<file path="config.mk">
export PLATFORM = sky130hd
export DESIGN_NAME = motor_speed_packet_parser_unit
export DESIGN_NICKNAME = d
export VERILOG_FILES = /design/src/design/mspp_pkg.sv /design/src/design/mspp_front.sv /design/src/design/mspp_queue.sv /design/src/design/mspp_back.sv /design/src/design/motor_speed_packet_parser_unit.sv
export SDC_FILE = /design/constraint.sdc
export NUM_CORES = 1
export LEC_CHECK = 0
export ABC_AREA = 1
export BUFFER_PORTS_ARGS = -buffer_cell sky130_fd_sc_hd__buf_4
export CAP_MARGIN = 0
export CORE_MARGIN = 5
export CORE_UTILIZATION = 50
export CTS_CLUSTER_DIAMETER = 80
export DETAILED_ROUTE_END_ITERATION = 16
export GPL_TIMING_DRIVEN = 0
export PLACE_DENSITY = 0.64
export SLEW_MARGIN = 20
export SYNTH_ARGS = -nofsm -noshare
export SYNTH_HDL_FRONTEND = slang
export SYNTH_HIERARCHICAL = 1
export SYNTH_SLANG_ARGS = --single-unit
</file>
<file path="constraint.sdc">
create_clock -name clock -period 6.4 [get_ports clock]
set_input_delay 0.96 -clock clock [delete_from_list [all_inputs] [get_ports clock]]
set_output_delay 0.96 -clock clock [all_outputs]
set_load 0.1 [all_outputs]
</file>
<file path="src/design/mspp_pkg.sv">
// Shared types and constants for the motor speed packet parser.
// No dependencies; imported by the front, queue, back and top-level modules.
package mspp_pkg;

   localparam int unsigned PKT_LEN = 10;

   localparam logic [7:0] CH_START = 8'h24;   // '$'
   localparam logic [7:0] CH_LEFT  = 8'h4C;   // 'L'
   localparam logic [7:0] CH_RIGHT = 8'h52;   // 'R'
   localparam logic [7:0] CH_MINUS = 8'h2D;   // '-'
   localparam logic [7:0] CH_PLUS  = 8'h2B;   // '+'
   localparam logic signed [8:0] CH_ZERO = 9'sd48;

   localparam logic signed [15:0] SPEED_MAX = 16'sd255;
   localparam logic signed [15:0] SPEED_MIN = -16'sd255;

   typedef enum logic [1:0] {
      SIGN_ZERO = 2'd0,
      SIGN_POS  = 2'd1,
      SIGN_NEG  = 2'd2
   } sign_type;

   // digits[0] is hundreds, digits[2] is units
   typedef struct packed {
      sign_type          sign;
      logic [2:0][7:0]   digits;
   } speed_field_type;

   typedef struct packed {
      speed_field_type left;
      speed_field_type right;
   } packet_type;

   // queue status seen by the front and back parts
   typedef struct packed {
      logic full;
      logic empty;
   } queue_status_type;

   function automatic sign_type decode_sign(logic [7:0] b);
      sign_type s;
      unique case (b)
         CH_MINUS: s = SIGN_NEG;
         CH_PLUS:  s = SIGN_POS;
         default:  s = SIGN_ZERO;
      endcase
      return s;
   endfunction

endpackage

</file>
<file path="src/design/mspp_front.sv">
// Front part: byte capture, framing and marker check.
// Depends on mspp_pkg; pushes checked packets into mspp_queue.
module mspp_front (
   input  logic                         clock,
   input  logic                         reset,
   input  logic                         req_valid,
   output logic                         req_ready,
   input  logic [7:0]                   req_rx_byte,
   input  mspp_pkg::queue_status_type   q_status,
   output logic                         push_valid,
   output mspp_pkg::packet_type         push_packet
);
   import mspp_pkg::*;

   localparam int unsigned HIST_LEN = PKT_LEN - 1;
   localparam logic [3:0]  LAST_IDX = 4'(PKT_LEN - 1);

   logic             capturing_ff, capturing_in;
   logic [3:0]       count_ff, count_in;
   logic [7:0]       hist_ff [HIST_LEN];
   logic             accept;
   logic             last_byte;

   assign req_ready = !q_status.full;
   assign accept    = req_valid && req_ready;
   assign last_byte = capturing_ff && (count_ff == LAST_IDX);

   always_comb begin
      capturing_in = capturing_ff;
      count_in     = count_ff;
      if (accept) begin
         if (!capturing_ff) begin
            if (req_rx_byte == CH_START) begin
               capturing_in = 1'b1;
               count_in     = '0;
            end
         end else if (last_byte) begin
            capturing_in = 1'b0;
            count_in     = '0;
         end else begin
            count_in = count_ff + 4'd1;
         end
      end
   end

   always_ff @(posedge clock) begin
      if (reset) begin
         capturing_ff <= 1'b0;
         count_ff     <= '0;
      end else begin
         capturing_ff <= capturing_in;
         count_ff     <= count_in;
      end
   end

   // shift line: after nine data words hist_ff[k] holds packet word k
   always_ff @(posedge clock) begin
      if (accept && capturing_ff) begin
         for (int k = 0; k < HIST_LEN - 1; k++) begin
            hist_ff[k] <= hist_ff[k + 1];
         end
         hist_ff[HIST_LEN - 1] <= req_rx_byte;
      end
   end

   // the tenth word is still on the input when the packet closes
   always_comb begin
      push_packet.left.sign       = decode_sign(hist_ff[1]);
      push_packet.left.digits[0]  = hist_ff[2];
      push_packet.left.digits[1]  = hist_ff[3];
      push_packet.left.digits[2]  = hist_ff[4];
      push_packet.right.sign      = decode_sign(hist_ff[6]);
      push_packet.right.digits[0] = hist_ff[7];
      push_packet.right.digits[1] = hist_ff[8];
      push_packet.right.digits[2] = req_rx_byte;
   end

   assign push_valid = accept && last_byte
                       && (hist_ff[0] == CH_LEFT) && (hist_ff[5] == CH_RIGHT);

endmodule

</file>
<file path="src/design/mspp_queue.sv">
// Two-entry packet queue between the front and back parts.
// Depends on mspp_pkg for the packet and status types.
module mspp_queue (
   input  logic                         clock,
   input  logic                         reset,
   input  logic                         push_valid,
   input  mspp_pkg::packet_type         push_packet,
   input  logic                         pop,
   output mspp_pkg::packet_type         head_packet,
   output mspp_pkg::queue_status_type   q_status
);
   import mspp_pkg::*;

   localparam int unsigned DEPTH = 2;
   localparam int unsigned PTR_W = $clog2(DEPTH);
   localparam int unsigned CNT_W = $clog2(DEPTH + 1);

   packet_type          entry_ff [DEPTH];
   logic [PTR_W-1:0]    wr_ptr_ff, wr_ptr_in;
   logic [PTR_W-1:0]    rd_ptr_ff, rd_ptr_in;
   logic [CNT_W-1:0]    count_ff, count_in;
   logic                do_push, do_pop;

   assign q_status.full  = (count_ff == CNT_W'(DEPTH));
   assign q_status.empty = (count_ff == '0);
   assign do_push        = push_valid && !q_status.full;
   assign do_pop         = pop && !q_status.empty;
   assign head_packet    = entry_ff[rd_ptr_ff];

   always_comb begin
      wr_ptr_in = wr_ptr_ff;
      rd_ptr_in = rd_ptr_ff;
      count_in  = count_ff;
      if (do_push) begin
         wr_ptr_in = (wr_ptr_ff == PTR_W'(DEPTH - 1)) ? '0 : wr_ptr_ff + PTR_W'(1);
      end
      if (do_pop) begin
         rd_ptr_in = (rd_ptr_ff == PTR_W'(DEPTH - 1)) ? '0 : rd_ptr_ff + PTR_W'(1);
      end
      if (do_push && !do_pop) begin
         count_in = count_ff + CNT_W'(1);
      end else if (do_pop && !do_push) begin
         count_in = count_ff - CNT_W'(1);
      end
   end

   always_ff @(posedge clock) begin
      if (reset) begin
         wr_ptr_ff <= '0;
         rd_ptr_ff <= '0;
         count_ff  <= '0;
      end else begin
         wr_ptr_ff <= wr_ptr_in;
         rd_ptr_ff <= rd_ptr_in;
         count_ff  <= count_in;
      end
   end

   always_ff @(posedge clock) begin
      if (do_push) begin
         entry_ff[wr_ptr_ff] <= push_packet;
      end
   end

endmodule

</file>
<file path="src/design/mspp_back.sv">
// Back part: digit arithmetic, sign, saturation and the result register.
// Depends on mspp_pkg; pops packets from mspp_queue.
module mspp_back (
   input  logic                         clock,
   input  logic                         reset,
   input  mspp_pkg::packet_type         head_packet,
   input  mspp_pkg::queue_status_type   q_status,
   output logic                         pop,
   output logic                         rsp_valid,
   input  logic                         rsp_ready,
   output logic signed [8:0]            rsp_left_speed,
   output logic signed [8:0]            rsp_right_speed
);
   import mspp_pkg::*;

   logic                valid_ff, valid_in;
   logic signed [8:0]   left_ff, left_in;
   logic signed [8:0]   right_ff, right_in;

   function automatic logic signed [8:0] speed_of(speed_field_type f);
      logic signed [8:0]  d0, d1, d2;
      logic signed [15:0] mag, v;
      d0  = $signed({f.digits[0][7], f.digits[0]}) - CH_ZERO;
      d1  = $signed({f.digits[1][7], f.digits[1]}) - CH_ZERO;
      d2  = $signed({f.digits[2][7], f.digits[2]}) - CH_ZERO;
      // constant multiplies: shift-and-add after synthesis
      mag = 16'(d0) * 16'sd100 + 16'(d1) * 16'sd10 + 16'(d2);
      unique case (f.sign)
         SIGN_NEG: v = -mag;
         SIGN_POS: v = mag;
         default:  v = '0;
      endcase
      if (v > SPEED_MAX) begin
         v = SPEED_MAX;
      end else if (v < SPEED_MIN) begin
         v = SPEED_MIN;
      end
      return v[8:0];
   endfunction

   assign pop = !q_status.empty && (!valid_ff || rsp_ready);

   always_comb begin
      valid_in = valid_ff;
      left_in  = left_ff;
      right_in = right_ff;
      if (pop) begin
         valid_in = 1'b1;
         left_in  = speed_of(head_packet.left);
         right_in = speed_of(head_packet.right);
      end else if (rsp_ready) begin
         valid_in = 1'b0;
      end
   end

   always_ff @(posedge clock) begin
      if (reset) begin
         valid_ff <= 1'b0;
      end else begin
         valid_ff <= valid_in;
      end
   end

   always_ff @(posedge clock) begin
      left_ff  <= left_in;
      right_ff <= right_in;
   end

   assign rsp_valid       = valid_ff;
   assign rsp_left_speed  = left_ff;
   assign rsp_right_speed = right_ff;

endmodule

</file>
<file path="src/design/motor_speed_packet_parser_unit.sv">
// Top level of the motor speed packet parser: front, queue and back.
// Depends on mspp_pkg, mspp_front, mspp_queue and mspp_back.
// Throughput: one input word per cycle, held off only while the packet queue is full.
// The result of the tenth packet word passes the queue, then the result register, before the
// result port can take it; it waits longer if the result port stalls.
// Reset: synchronous, active high; clears capture state, queue pointers and result valid.
module motor_speed_packet_parser_unit (
   input  logic              clock,
   input  logic              reset,
   input  logic              req_valid,
   output logic              req_ready,
   input  logic [7:0]        req_rx_byte,
   output logic              rsp_valid,
   input  logic              rsp_ready,
   output logic signed [8:0] rsp_left_speed,
   output logic signed [8:0] rsp_right_speed
);
   import mspp_pkg::*;

   logic               push_valid;
   packet_type         push_packet;
   packet_type         head_packet;
   logic               pop;
   queue_status_type   q_status;

   mspp_front u_front (
      .clock       (clock),
      .reset       (reset),
      .req_valid   (req_valid),
      .req_ready   (req_ready),
      .req_rx_byte (req_rx_byte),
      .q_status    (q_status),
      .push_valid  (push_valid),
      .push_packet (push_packet)
   );

   mspp_queue u_queue (
      .clock       (clock),
      .reset       (reset),
      .push_valid  (push_valid),
      .push_packet (push_packet),
      .pop         (pop),
      .head_packet (head_packet),
      .q_status    (q_status)
   );

   mspp_back u_back (
      .clock           (clock),
      .reset           (reset),
      .head_packet     (head_packet),
      .q_status        (q_status),
      .pop             (pop),
      .rsp_valid       (rsp_valid),
      .rsp_ready       (rsp_ready),
      .rsp_left_speed  (rsp_left_speed),
      .rsp_right_speed (rsp_right_speed)
   );

endmodule

</file>
==> results of run 1 <==
==> layout make-up <==
type	count	area, sq um
fill	2406	12100
multi-input combinational	953	7430
sequential	205	6050
inverter	272	1030
clock buffer	29	617
buffer	60	528
timing repair buffer	52	493
tap	384	480
clock inverter	10	109
==> path summary, 6_finish.rpt <==
kind	slack, ns	to	depth (start not counted)
max	0.30	u_back/rsp_right_speed[1]	32
min	0.45	u_front/hist_ff[0][28]	0
max reg2reg	0.30	u_back/rsp_right_speed[1]	32
min reg2reg	0.45	u_front/hist_ff[0][28]	0
==> power groups by stage <==
stage	Sequential (mW)	Clock [mW]	Combinational [mW]
3_3_place_gp	1.48	0	0.0162
6_report	1.45	1.22	0.0165
3_5_place_dp	1.48	0	0.0168
4_1_cts	1.45	1.25	0.0168
2_1_floorplan	1.48	0	0.00806
5_1_grt	1.45	1.31	0.0185
==> sequential cells by signal (all words and copies together), names as in the netlist, named ones only <==
signal	flops
u_back/rsp_valid	1
u_front/count_ff	4
u_front/capturing_ff	1
u_back/rsp_right_speed	9
u_queue/count_ff	2
u_queue/entry_ff	104
u_back/rsp_left_speed	9
u_front/hist_ff	72
u_queue/wr_ptr_ff	1
u_queue/rd_ptr_ff	1
==> what timing repair did <==
item                                    CTS  global route
pin swaps                                 4            39
endpoints found under the setup margin   16            18
buffers inserted                          5            10
gates resized for setup                   9            67
==> cell usage in the layout (no fill, tap or decap), types with 4 or more instances in the layout <==
cell / count
sky130_fd_sc_hd__buf_12: 10
sky130_fd_sc_hd__xnor2_1: 22
sky130_fd_sc_hd__xor2_1: 24
sky130_fd_sc_hd__xor2_2: 6
sky130_fd_sc_hd__a21o_1: 5
sky130_fd_sc_hd__o21ai_2: 6
sky130_fd_sc_hd__edfxtp_1: 194
sky130_fd_sc_hd__o21ai_1: 5
sky130_fd_sc_hd__mux2_4: 50
sky130_fd_sc_hd__a21oi_2: 13
sky130_fd_sc_hd__clkinv_1: 5
sky130_fd_sc_hd__nor2_1: 82
sky130_fd_sc_hd__nand3_1: 80
sky130_fd_sc_hd__nand3b_1: 6
sky130_fd_sc_hd__a21oi_1: 42
sky130_fd_sc_hd__inv_2: 8
sky130_fd_sc_hd__buf_4: 93
sky130_fd_sc_hd__dfxtp_1: 10
sky130_fd_sc_hd__clkbuf_8: 6
sky130_fd_sc_hd__fa_1: 37
sky130_fd_sc_hd__nand2_2: 25
sky130_fd_sc_hd__nand4_1: 27
sky130_fd_sc_hd__clkbuf_16: 22
sky130_fd_sc_hd__o21bai_1: 6
sky130_fd_sc_hd__ha_4: 15
sky130_fd_sc_hd__nand3_2: 8
sky130_fd_sc_hd__clkbuf_1: 4
sky130_fd_sc_hd__nor3_1: 5
sky130_fd_sc_hd__nand2_1: 277
sky130_fd_sc_hd__nor2_2: 13
sky130_fd_sc_hd__ha_1: 135
sky130_fd_sc_hd__a21oi_4: 4
sky130_fd_sc_hd__o21ai_0: 29
sky130_fd_sc_hd__nand2_4: 4
sky130_fd_sc_hd__inv_1: 259
==> through the flow <==
step           utilization (%)  instance area, sq um  setup slack (ns)
2_1_floorplan                -                 14600             0.471
4_1_cts                   56.7                 16300            0.0250
3_3_place_gp              53.3                 15300            -0.752
5_1_grt                   58.1                 16700           -0.0798
6_report                  58.1                 16700             0.304
3_5_place_dp              53.8                 15500            -0.194
==> layer usage <==
layer / vias to the layer above / part of all wire, %
met3: 29 / 2.6
met5: - / 0
met1: 4376 / 47
li1: 5006 / -
met4: 0 / 1.3
met2: 107 / 49
==> cells by family (layout without fill, tap and decap cells) <==
| logic type | count (synthesis) | in the layout | share of synthesized area [%] |
|---|---|---|---|
| flip-flops | 205 | 205 | 41.4 |
| buffers and inverters | 332 | 423 | 10.6 |
| multiplexers | 52 | 52 | 5.29 |
| AND/OR/NAND/NOR | 538 | 538 | 16.3 |
| adder cells (fa/ha/maj) | 192 | 192 | 18.4 |
| XOR/XNOR | 54 | 54 | 3.29 |
| AO/OA/AOI/OAI | 117 | 117 | 4.79 |
==> summary.md, run 1 <==
| Metric | Value |
|---|---|
| Result of the run | `finished, final reports clean` |
| Origin of the worst min-delay path | `u_front/hist_ff[0][36]` |
| Yosys Warn Count | `6` |
| Relative contribution of combinational cells to total power | `0.6%` |
| Number of enable flip-flop cells after synthesis | `194` |
| Area share of the largest cell type after synthesis | `39.9%` |
| Relative slew margins | `51.3%` |
| Sinks on Clock Net | `205` |
| WL per Instance | `13.3 microns` |
| Placed cell count | `1911` |
| Clock slew at the register clock pins of the worst setup and hold paths | `0.06 ns` |
| Initial standard-cell utilization of the core | `50.8%` |
| Synth cell count leaders | `282 x sky130_fd_sc_hd__nand2_1, 266 x sky130_fd_sc_hd__inv_1, 194 x sky130_fd_sc_hd__edfxtp_1` |
| Synth Instances | `1490` |
| Number of placement rows | `62` |
| Per-cell via count in the routed design | `4.84` |
| Number of nets in the synthesized netlist | `1694` |
| Time the worst path needs with I/O delays and setup | `6.10 ns` |
| Count of unresolved DRC violations after routing | `0` |
| Hold Vio Cnt, Final | `0` |
| Number of top-level pins | `32` |
| Count leader, synth | `sky130_fd_sc_hd__nand2_1` |
| Critical path buffers and inverters | `7` |
| Clock latency on the worst-skew pair | `0.51 ns` |
| Netlist area before placement | `0.0146 sq mm` |
| Via count | `9518` |
| Most frequently used flop master after synthesis | `sky130_fd_sc_hd__edfxtp_1` |
| Max stage delay cell, worst path | `sky130_fd_sc_hd__fa_1` |
| Part of the power in the clock network | `45.4%` |
| Root buffer selected by CTS | `sky130_fd_sc_hd__clkbuf_16` |
| GRT Max-Usage Layer | `met2` |
| Most common cell type on the critical path | `sky130_fd_sc_hd__ha_1` |
| Total count of max-transition violations in the final report | `0` |
| Worst hold path type | `reg2reg` |
| Clock tree from TritonCTS | `built` |
| Largest area contributor in the synthesized netlist | `sky130_fd_sc_hd__edfxtp_1` |
| First-pass GRT wire length | `43600 microns` |
| Antenna diode count | `0` |
| Max_cap viols | `0` |
| Routability Congestion | `0.837` |
| Maximum single-stage delay on the critical path | `0.52 ns` |
| Share of total power in sequential cells | `54.0%` |
| Internal Pwr Total | `2.18 mW` |
| Crit-path leading delay family | `adder cells` |
| Buffer levels on the longest clock path | `3` |
| Final total negative setup slack | `0 ns` |
| Share of cells above drive strength 1 | `20.1%` |
| GRT Resource Usage Total | `15.7%` |
| Area enclosed by the die boundary | `0.0328 sq mm` |
| Number of register bits inferred by synthesis | `205` |
| Achievable frequency | `164 MHz` |
| Portion of the clock cycle consumed by the worst path in the final layout | `95.2%` |
| Maximum fanout encountered on the critical timing path | `9` |
| H-tree levels | `1` |
| Final #Nets | `1770` |
| Top post-synthesis cells by area | `sky130_fd_sc_hd__edfxtp_1 40%, sky130_fd_sc_hd__ha_1 13%, sky130_fd_sc_hd__nand2_1 7.2%, sky130_fd_sc_hd__inv_1 6.8%, sky130_fd_sc_hd__fa_1 5.3%` |
| Iteration count of the initial detailed-routing pass | `6` |
| Critical Path Source Type | `register` |
| Number of library cell types mapped by synthesis | `47` |
| Synth async-reset ratio | `0%` |
| Maximum number of pins on one net before global-route repair | `60` |
| Initial detailed-routing violation count | `461` |
| Clock skew after layout | `0.0183 ns` |
| DIE HEIGHT | `181 microns` |
| Number of routed nets with antenna violations | `0` |
| Wire length reported by the detailed router | `26200 microns` |
| CP required | `6.64 ns` |
| Final HPWL from detailed placement | `20400 microns` |
| Share of total power consumed by net switching | `18.6%` |
| Leak Pwr | `7.54 nW` |
| Routing usage on met3 | `1.85%` |
| Switching component of the power | `0.500 mW` |
| Power, Total | `2.68 mW` |
| Critical path data arrival time | `6.34 ns` |
| Die Span X | `181 microns` |
| Global-route track usage on met2 | `27.4%` |
| Antenna violations before repair | `0` |
| Fin cells | `1965` |
| Number of clock buffers inserted by TritonCTS | `22` |
| Post-synthesis sequential area ratio | `41.4%` |
| GRT Residual Overflow | `0` |
| Setup crit end kind | `register` |
| Global Route met1 Usage | `21.7%` |
| Number of hold buffers added after cts | `0` |
| Worst hold slack | `0.446 ns` |
| Std-Cell Core Area | `0.0288 sq mm` |
| Power density normalized to cell area | `160 mW/mm^2` |
| Max rail drop VDD | `218 uV` |
| Final number of setup-violating endpoints | `0` |
| Mean post-synth cell area | `9.81 sq um` |
| Transition time of the tightest slew-check pin | `0.724 ns` |
| Area grow syn2layout | `14.5%` |
| Type of the setup path with the least slack | `reg2reg` |
| Quantity of I/O buffers inserted on ports | `31` |
| Via count of the first global-routing pass | `9242` |
Power figures use the tool's default switching activity.
==> run 2, diff against run 1 <==
--- a/config.mk
+++ b/config.mk
@@ -5,7 +5,6 @@
 export SDC_FILE = /design/constraint.sdc
 export NUM_CORES = 1
 export LEC_CHECK = 0
-export ABC_AREA = 1
 export BUFFER_PORTS_ARGS = -buffer_cell sky130_fd_sc_hd__buf_4
 export CAP_MARGIN = 0
 export CORE_MARGIN = 5
==> summary.md, run 2 <==
| Metric | Value |
|---|---|
| Part of the power in the clock network | `44.4% (was 45.4%)` |
| Sinks on Clock Net | `205 (unchanged)` |
| Wire length reported by the detailed router | `27300 microns (was 26200 microns)` |
| Layout Utilization | `61.6% (was 58.1%)` |
| Post-layout worst setup margin | `-0.194 ns (was 0.304 ns)` |
| Register with the most flip-flops | `u_queue/entry_ff (unchanged)` |
| GRT Resource Usage Total | `17.3% (was 15.7%)` |
| Type of the setup path with the least slack | `reg2reg (unchanged)` |
| Buffer levels on the longest clock path | `3 (unchanged)` |
| Commonest non-fill, non-tap cell in the layout | `sky130_fd_sc_hd__edfxtp_1 (was sky130_fd_sc_hd__nand2_1)` |
| Pre-CTS setup slack | `-0.722 ns (was -0.194 ns)` |
| Clock tree from TritonCTS | `built (unchanged)` |
| Netlist area before placement | `0.0140 sq mm (was 0.0146 sq mm)` |
| Synth async-reset ratio | `0% (unchanged)` |
| Number of routed nets with antenna violations | `0 (unchanged)` |
| Largest area contributor in the synthesized netlist | `sky130_fd_sc_hd__edfxtp_1 (unchanged)` |
| Synth Instances | `1190 (was 1490)` |
| Synth cell count leaders | `194 x sky130_fd_sc_hd__edfxtp_1, 153 x sky130_fd_sc_hd__ha_1, 151 x sky130_fd_sc_hd__inv_1 (was 282 x sky130_fd_sc_hd__nand2_1, 266 x sky130_fd_sc_hd__inv_1, 194 x sky130_fd_sc_hd__edfxtp_1)` |
| Share of total power consumed by net switching | `19.4% (was 18.6%)` |
| Critical path buffers and inverters | `7 (unchanged)` |
| Time the worst path needs with I/O delays and setup | `6.59 ns (was 6.10 ns)` |
| Number of nets in the synthesized netlist | `1394 (was 1694)` |
| Final number of setup-violating endpoints | `16 (was 0)` |
| Switching component of the power | `0.509 mW (was 0.500 mW)` |
| Maximum number of pins on one net before global-route repair | `77 (was 60)` |
| Setup crit end kind | `register (unchanged)` |
| Crit-path leading delay family | `adder cells (unchanged)` |
| Register-to-Register Path Depth | `29 (was 32)` |
| Antenna violations before repair | `1 (was 0)` |
| Number of clock buffers inserted by TritonCTS | `22 (unchanged)` |
| Die Span X | `177 microns (was 181 microns)` |
| First-pass GRT wire length | `44700 microns (was 43600 microns)` |
| Top Registers | `u_queue/entry_ff x104, u_front/hist_ff x72 (unchanged)` |
| Maximum fanout encountered on the critical timing path | `5 (was 9)` |
| Routability Congestion | `0.826 (was 0.837)` |
| Relative slew margins | `46.0% (was 51.3%)` |
| Critical Path Source Type | `register (unchanged)` |
| Post-synthesis sequential area ratio | `43.2% (was 41.4%)` |
| Fill cell instance count of the final layout | `2176 (was 2406)` |
| WL per Instance | `16.0 microns (was 13.3 microns)` |
| Placed cell count | `1602 (was 1911)` |
| Clock skew after layout | `0.00819 ns (was 0.0183 ns)` |
| Result of the run | `finished with violations (was finished, final reports clean)` |
| Hold Path Depth | `0 (unchanged)` |
| Count leader, synth | `sky130_fd_sc_hd__edfxtp_1 (was sky130_fd_sc_hd__nand2_1)` |
| Std-Cell Core Area | `0.0277 sq mm (was 0.0288 sq mm)` |
| Top post-synthesis cells by area | `sky130_fd_sc_hd__edfxtp_1 42%, sky130_fd_sc_hd__ha_1 14%, sky130_fd_sc_hd__fa_1 5.6%, sky130_fd_sc_hd__mux2_2 4.2%, sky130_fd_sc_hd__inv_1 4.0% (was sky130_fd_sc_hd__edfxtp_1 40%, sky130_fd_sc_hd__ha_1 13%, sky130_fd_sc_hd__nand2_1 7.2%, sky130_fd_sc_hd__inv_1 6.8%, sky130_fd_sc_hd__fa_1 5.3%)` |
| Fin cells | `1709 (was 1965)` |
| Achievable frequency | `152 MHz (was 164 MHz)` |
| Combined flip-flop and latch cell area | `0.00605 sq mm (unchanged)` |
| Most frequently used flop master after synthesis | `sky130_fd_sc_hd__edfxtp_1 (unchanged)` |
| Number of enable flip-flop cells after synthesis | `194 (unchanged)` |
| Worst hold path type | `reg2reg (unchanged)` |
| Max_cap viols | `0 (unchanged)` |
| Reg-to-reg slack, setup | `-0.19 ns (was 0.30 ns)` |
| Yosys Warn Count | `6 (unchanged)` |
| Power, Total | `2.63 mW (was 2.68 mW)` |
| Clock latency on the worst-skew pair | `0.51 ns (about the same)` |
| H-tree levels | `1 (unchanged)` |
| Initial standard-cell utilization of the core | `50.6% (was 50.8%)` |
| Number of top-level pins | `32 (unchanged)` |
| Clock slew at the register clock pins of the worst setup and hold paths | `0.06 ns (about the same)` |
| Portion of the clock cycle consumed by the worst path in the final layout | `103% (was 95.2%)` |
| Combined area of the multi-input logic cells | `0.00785 sq mm (was 0.00743 sq mm)` |
| Internal Pwr Total | `2.12 mW (was 2.18 mW)` |
| Unrepaired setup endpoints after global routing | `true` |
| DIE HEIGHT | `177 microns (was 181 microns)` |
| Hold Vio Cnt, Final | `0 (unchanged)` |
| Area grow syn2layout | `21.8% (was 14.5%)` |
| Iteration count of the initial detailed-routing pass | `5 (was 6)` |
| Quantity of I/O buffers inserted on ports | `31 (unchanged)` |
| Failing checks | `setup timing` |
| Critical R2R Capture | `u_back/rsp_right_speed[7] (was u_back/rsp_right_speed[1])` |
| Number of placement rows | `61 (was 62)` |
| Share of cells above drive strength 1 | `30.8% (was 20.1%)` |
| Relative contribution of combinational cells to total power | `0.5% (was 0.6%)` |
| Count of unresolved DRC violations after routing | `0 (unchanged)` |
| Area enclosed by the die boundary | `0.0315 sq mm (was 0.0328 sq mm)` |
| GRT Residual Overflow | `0 (unchanged)` |
| Root buffer selected by CTS | `sky130_fd_sc_hd__clkbuf_16 (unchanged)` |
| Area share of the largest cell type after synthesis | `41.6% (was 39.9%)` |
| Initial detailed-routing violation count | `405 (was 461)` |
| Number of register bits inferred by synthesis | `205 (unchanged)` |
| Number of library cell types mapped by synthesis | `93 (was 47)` |
| Power density normalized to cell area | `154 mW/mm^2 (was 160 mW/mm^2)` |
| Most common cell type on the critical path | `sky130_fd_sc_hd__ha_4 (was sky130_fd_sc_hd__ha_1)` |
| Number of hold buffers added after cts | `0 (unchanged)` |
| Transition time of the tightest slew-check pin | `0.803 ns (was 0.724 ns)` |
| CP required | `6.75 ns (was 6.64 ns)` |
| Final #Nets | `1519 (was 1770)` |
| Total count of max-transition violations in the final report | `0 (unchanged)` |
| Per-cell via count in the routed design | `5.31 (was 4.84)` |
| Total number of cells along the worst setup path | `29 (was 32)` |
| Via count of the first global-routing pass | `9044 (was 9242)` |
| Max stage delay cell, worst path | `sky130_fd_sc_hd__fa_1 (unchanged)` |
| Maximum single-stage delay on the critical path | `0.55 ns (was 0.52 ns)` |
| Commonest cells after routing, fill and taps aside | `194 x sky130_fd_sc_hd__edfxtp_1, 141 x sky130_fd_sc_hd__buf_4, 131 x sky130_fd_sc_hd__inv_1 (was 277 x sky130_fd_sc_hd__nand2_1, 259 x sky130_fd_sc_hd__inv_1, 194 x sky130_fd_sc_hd__edfxtp_1)` |
| Max rail drop VDD | `231 uV (was 218 uV)` |
| Via count | `9067 (was 9518)` |
| Leak Pwr | `6.76 nW (was 7.54 nW)` |
| Final HPWL from detailed placement | `19800 microns (was 20400 microns)` |
| Mean post-synth cell area | `11.8 sq um (was 9.81 sq um)` |
| Largest register FFs | `104 (unchanged)` |
| Critical path endpoint | `u_back/rsp_right_speed[7] (was u_back/rsp_right_speed[1])` |
| Critical path data arrival time | `6.94 ns (was 6.34 ns)` |
| Share of total power in sequential cells | `55.1% (was 54.0%)` |
run 2: cell types whose count changed in the layout (fill, tap and decap cells not counted), moves of 23 or more:
| cell | change |
|---|---|
| sky130_fd_sc_hd__nand3_1 | -64 |
| sky130_fd_sc_hd__inv_1 | -128 |
| sky130_fd_sc_hd__buf_4 | +48 |
| sky130_fd_sc_hd__nand2_2 | -23 |
| sky130_fd_sc_hd__nand2_1 | -247 |
| sky130_fd_sc_hd__nor2_1 | -45 |
| sky130_fd_sc_hd__mux2_4 | -37 |
| sky130_fd_sc_hd__mux2_2 | +37 |
| sky130_fd_sc_hd__a21o_1 | +24 |
run 2: worst reg2reg max path: cells and delay by family (launching register included):
family / cells / cell delay, ns
adder cells (fa/ha/maj): 7 / 2.24
AO/OA/AOI/OAI: 9 / 2.11
buffers and inverters: 7 / 0.82
multiplexers: 1 / 0.35
flip-flops: 1 / 0.32
XOR/XNOR: 2 / 0.32
AND/OR/NAND/NOR: 3 / 0.28
run 2: kinds of logic (layout without fill, tap and decap cells):
| kind of cell | count (synthesis) | count (layout) | synth area share, % |
|---|---|---|---|
| simple gates | 194 | 194 | 8.07 |
| xor+xnor | 79 | 79 | 5.09 |
| flops | 205 | 205 | 43.2 |
| mux | 53 | 53 | 4.25 |
| compound gates | 242 | 242 | 12.7 |
| other cells | 0 | 1 | 0 |
| fa+ha+maj | 192 | 192 | 19.2 |
| buf+inv | 225 | 365 | 7.49 |
run 2: power by group through the flow:
stage | Combinational [mW] | Clock, mW | Sequential, mW
finish | 0.0142 | 1.17 | 1.45
global route | 0.0156 | 1.26 | 1.45
CTS | 0.0144 | 1.20 | 1.45
detailed placement | 0.0144 | 0 | 1.48
global placement | 0.0140 | 0 | 1.48
floorplan | 0.00587 | 0 | 1.48
run 2: worst min-delay path by stage:
stage                                 from                      to  slack (ns)
floorplan           u_front/hist_ff[0][44]  u_front/hist_ff[0][36]        0.42
global placement    u_front/hist_ff[0][53]  u_front/hist_ff[0][45]        0.43
detailed placement  u_front/hist_ff[0][44]  u_front/hist_ff[0][36]        0.43
CTS                 u_front/hist_ff[0][44]  u_front/hist_ff[0][36]        0.45
global route        u_front/hist_ff[0][35]  u_front/hist_ff[0][27]        0.46
finish              u_front/hist_ff[0][44]  u_front/hist_ff[0][36]        0.44
run 2: area by class of cell:
cell class	count	area share, %
antenna	1	0.0147
buffer	67	3.15
clock buffer	29	3.50
clock inverter	10	0.491
inverter	154	3.46
multi-input combinational	760	46.0
sequential	205	35.4
tap	378	2.77
timing repair buffer	105	5.21
run 2: stage by stage:
step                      cell area (sq um)  hold WS [ns]  setup TNS (ns)
final                                 17100         0.441           -2.06
after global routing                  17100         0.461           -6.28
after CTS                             16400         0.448           -4.11
after detailed placement              14900         0.431          -11.01
after global placement                14900         0.428          -10.60
after floorplan                       14100         0.417               0
run 2: routing by layer:
| metal | wire length [microns] | vias up | global-route usage [%] |
|---|---|---|---|
| met2 | 13000 | 127 | 29.3 |
| met1 | 13100 | 4365 | 24.7 |
| met3 | 823 | 27 | 2.02 |
| li1 | - | 4548 | - |
| met4 | 346 | 0 | 2.74 |
| met5 | 0 | - | 0 |
run 2: what timing repair did:
action	in CTS	in global routing
resized for setup	88	93
pin swaps	54	85
buffers inserted	35	37
cloned	1	0
setup endpoints to repair	18	18
==> run 3, diff against run 2 <==
--- a/config.mk
+++ b/config.mk
@@ -9,6 +9,7 @@
 export CAP_MARGIN = 0
 export CORE_MARGIN = 5
 export CORE_UTILIZATION = 50
+export CTS_BUF_LIST = sky130_fd_sc_hd__clkbuf_2
 export CTS_CLUSTER_DIAMETER = 80
 export DETAILED_ROUTE_END_ITERATION = 16
 export GPL_TIMING_DRIVEN = 0
==> summary.md, run 3 (same netlist as run 2, synthesis figures left out) <==
| Metric | Value |
|---|---|
| Result of the run | `finished with violations (unchanged)` |
| Failing checks | `setup timing (unchanged)` |
| Die Span X | `177 microns (unchanged)` |
| Max_cap viols | `0 (unchanged)` |
| Final instance area | `0.0171 sq mm (about the same)` |
| Initial detailed-routing violation count | `401 (was 405)` |
| Sinks on Clock Net | `205 (unchanged)` |
| Power density normalized to cell area | `133 mW/mm^2 (was 154 mW/mm^2)` |
| Via count of the first global-routing pass | `9316 (was 9044)` |
| Hold Vio Cnt, Final | `0 (unchanged)` |
| Buffer levels on the longest clock path | `3 (unchanged)` |
| Type of the setup path with the least slack | `reg2reg (unchanged)` |
| Critical Path Source Type | `register (unchanged)` |
| DIE HEIGHT | `177 microns (unchanged)` |
| Quantity of I/O buffers inserted on ports | `31 (unchanged)` |
| Root buffer selected by CTS | `sky130_fd_sc_hd__clkbuf_2 (was sky130_fd_sc_hd__clkbuf_16)` |
| Maximum fanout encountered on the critical timing path | `8 (was 5)` |
| Top Registers | `u_queue/entry_ff x104, u_front/hist_ff x72 (unchanged)` |
| Time the worst path needs with I/O delays and setup | `6.58 ns (was 6.59 ns)` |
| Largest register FFs | `104 (unchanged)` |
| Relative slew margins | `46.7% (was 46.0%)` |
| Unrepaired setup endpoints after global routing | `true (unchanged)` |
| Final total negative setup slack | `-1.27 ns (was -2.06 ns)` |
| GRT Residual Overflow | `0 (unchanged)` |
| GRT Resource Usage Total | `17.6% (was 17.3%)` |
| Transition time of the tightest slew-check pin | `0.794 ns (was 0.803 ns)` |
| Number of top-level pins | `32 (unchanged)` |
| Worst hold path type | `in2reg (was reg2reg)` |
| Std-Cell Core Area | `0.0277 sq mm (unchanged)` |
| Critical path data arrival time | `7.05 ns (was 6.94 ns)` |
| Per-cell via count in the routed design | `5.24 (was 5.31)` |
| Maximum number of pins on one net before global-route repair | `77 (unchanged)` |
| Total count of max-transition violations in the final report | `0 (unchanged)` |
| Area enclosed by the die boundary | `0.0315 sq mm (unchanged)` |
| Clock latency on the worst-skew pair | `0.79 ns (was 0.51 ns)` |
| Portion of the clock cycle consumed by the worst path in the final layout | `103% (about the same)` |
| Clock tree from TritonCTS | `built (unchanged)` |
| Final HPWL from detailed placement | `19800 microns (unchanged)` |
| Post-layout worst setup margin | `-0.184 ns (was -0.194 ns)` |
| Setup crit end kind | `register (unchanged)` |
| Via count | `9237 (was 9067)` |
| Number of routed nets with antenna violations | `0 (unchanged)` |
| Antenna violations before repair | `2 (was 1)` |
| Commonest non-fill, non-tap cell in the layout | `sky130_fd_sc_hd__edfxtp_1 (unchanged)` |
| Count of unresolved DRC violations after routing | `0 (unchanged)` |
| Register with the most flip-flops | `u_queue/entry_ff (unchanged)` |
| Max rail drop VDD | `150 uV (was 231 uV)` |
| WL per Instance | `15.7 microns (was 16.0 microns)` |
| Routability Congestion | `0.826 (unchanged)` |
| Iteration count of the initial detailed-routing pass | `4 (was 5)` |
| Clock slew at the register clock pins of the worst setup and hold paths | `0.10 ns (was 0.06 ns)` |
| Number of placement rows | `61 (unchanged)` |
| Achievable frequency | `152 MHz (about the same)` |
| Area grow syn2layout | `21.7% (was 21.8%)` |
| Leak Pwr | `6.85 nW (was 6.76 nW)` |
| Final number of setup-violating endpoints | `11 (was 16)` |
| Initial standard-cell utilization of the core | `50.6% (unchanged)` |
| Fill cell instance count of the final layout | `2201 (was 2176)` |
| Placed Area | `0.0149 sq mm (unchanged)` |
| H-tree levels | `2 (was 1)` |
| First-pass GRT wire length | `45100 microns (was 44700 microns)` |
| Wire length reported by the detailed router | `27700 microns (was 27300 microns)` |
| Final #Nets | `1557 (was 1519)` |
| Share of cells above drive strength 1 | `34.9% (was 30.8%)` |
| Placed cell count | `1602 (unchanged)` |
| Commonest cells after routing, fill and taps aside | `194 x sky130_fd_sc_hd__edfxtp_1, 149 x sky130_fd_sc_hd__buf_4, 133 x sky130_fd_sc_hd__inv_1 (was 194 x sky130_fd_sc_hd__edfxtp_1, 141 x sky130_fd_sc_hd__buf_4, 131 x sky130_fd_sc_hd__inv_1)` |
| CP required | `6.86 ns (was 6.75 ns)` |
| Number of clock buffers inserted by TritonCTS | `52 (was 22)` |
| Fin cells | `1764 (was 1709)` |
| Clock skew after layout | `0.0821 ns (was 0.00819 ns)` |
==> run 3: changes by cell type in the layout (fill, tap and decap cells not counted), sizes merged <==
cell,before,now
clkinvlp,1,0
clkinv,10,7
buf,165,172
clkbuf,36,87
inv,153,154
==> run 3: layout make-up <==
| class | count | area (sq um) | area share [%] |
|---|---|---|---|
| Sequential cell | 205 | 6050 | 35.5 |
| Antenna cell | 1 | 2.50 | 0.0147 |
| Timing Repair Buffer | 113 | 932 | 5.47 |
| Clock inverter | 7 | 38.8 | 0.227 |
| Clock buffer | 79 | 395 | 2.32 |
| Tap cell | 378 | 473 | 2.77 |
| Inverter | 154 | 591 | 3.46 |
| Buffer | 67 | 533 | 3.13 |
| Multi-Input combinational cell | 760 | 8040 | 47.1 |
==> run 3: final timing paths <==
check | start | endpoint | slack, ns | cells past startpoint
max | register | u_back/rsp_right_speed[0] | -0.18 | 27
max reg2reg | register | u_back/rsp_right_speed[0] | -0.18 | 27
min | req_rx_byte[5] | u_front/hist_ff[0][69] | 0.38 | 1
min reg2reg | u_front/hist_ff[0][18] | u_front/hist_ff[0][10] | 0.43 | 0
==> run 3: worst max-delay path, stage by stage (launching register included) <==
cell and delay [ns]:
sky130_fd_sc_hd__dfxtp_4 0.38, sky130_fd_sc_hd__buf_12 0.14, sky130_fd_sc_hd__buf_4 0.14, sky130_fd_sc_hd__mux2_4 0.32
sky130_fd_sc_hd__ha_1 0.30, sky130_fd_sc_hd__inv_2 0.04, sky130_fd_sc_hd__fa_1 0.48, sky130_fd_sc_hd__inv_2 0.05
sky130_fd_sc_hd__ha_4 0.23, sky130_fd_sc_hd__fa_2 0.42, sky130_fd_sc_hd__a21o_1 0.22, sky130_fd_sc_hd__a21oi_2 0.18
sky130_fd_sc_hd__xor2_2 0.18, sky130_fd_sc_hd__ha_1 0.27, sky130_fd_sc_hd__fa_1 0.54, sky130_fd_sc_hd__inv_1 0.07
sky130_fd_sc_hd__ha_4 0.24, sky130_fd_sc_hd__buf_8 0.13, sky130_fd_sc_hd__a21o_1 0.18, sky130_fd_sc_hd__a21oi_2 0.14
sky130_fd_sc_hd__o21ai_2 0.08, sky130_fd_sc_hd__a21oi_2 0.17, sky130_fd_sc_hd__xnor2_2 0.11, sky130_fd_sc_hd__or4_4 0.50
sky130_fd_sc_hd__a32o_1 0.24, sky130_fd_sc_hd__nand4bb_4 0.22, sky130_fd_sc_hd__nand2_4 0.17, sky130_fd_sc_hd__o211ai_1 0.10
==> run 3: repair_timing <==
| action | in CTS | in global routing |
|---|---|---|
| pin swaps | 57 | 81 |
| endpoints found under the setup margin | 18 | 18 |
| hold buffers | 0 | 0 |
| buffers inserted | 43 | 36 |
| gates resized for setup | 106 | 102 |
==> run 3: power breakdown <==
part	total, mW	internal (mW)	leakage (nW)	switching [mW]
Combinational	0.0142	0.00847	4.68	0.00570
Sequential	1.45	1.44	1.82	0.000206
Clock	0.805	0.326	0.349	0.479
Total	2.26	1.78	6.85	0.485
==> run 3: per-stage QoR <==
stage	utilization, %	worst slack [ns]	hold WS (ns)	power (mW)
floorplan	-	0.000461	0.417	1.48
global placement	53.6	-0.701	0.428	1.49
detailed placement	53.8	-0.722	0.431	1.49
CTS	58.6	-0.560	0.281	2.31
global route	61.5	-0.431	0.268	2.39
finish	61.5	-0.184	0.382	2.26
==> run 3: routing by layer <==
metal | track usage [%] | part of all wire (%)
met3 | 2.81 | 3.0
met2 | 29.3 | 48
met1 | 24.6 | 48
met5 | 0 | 0
met4 | 3.96 | 1.3
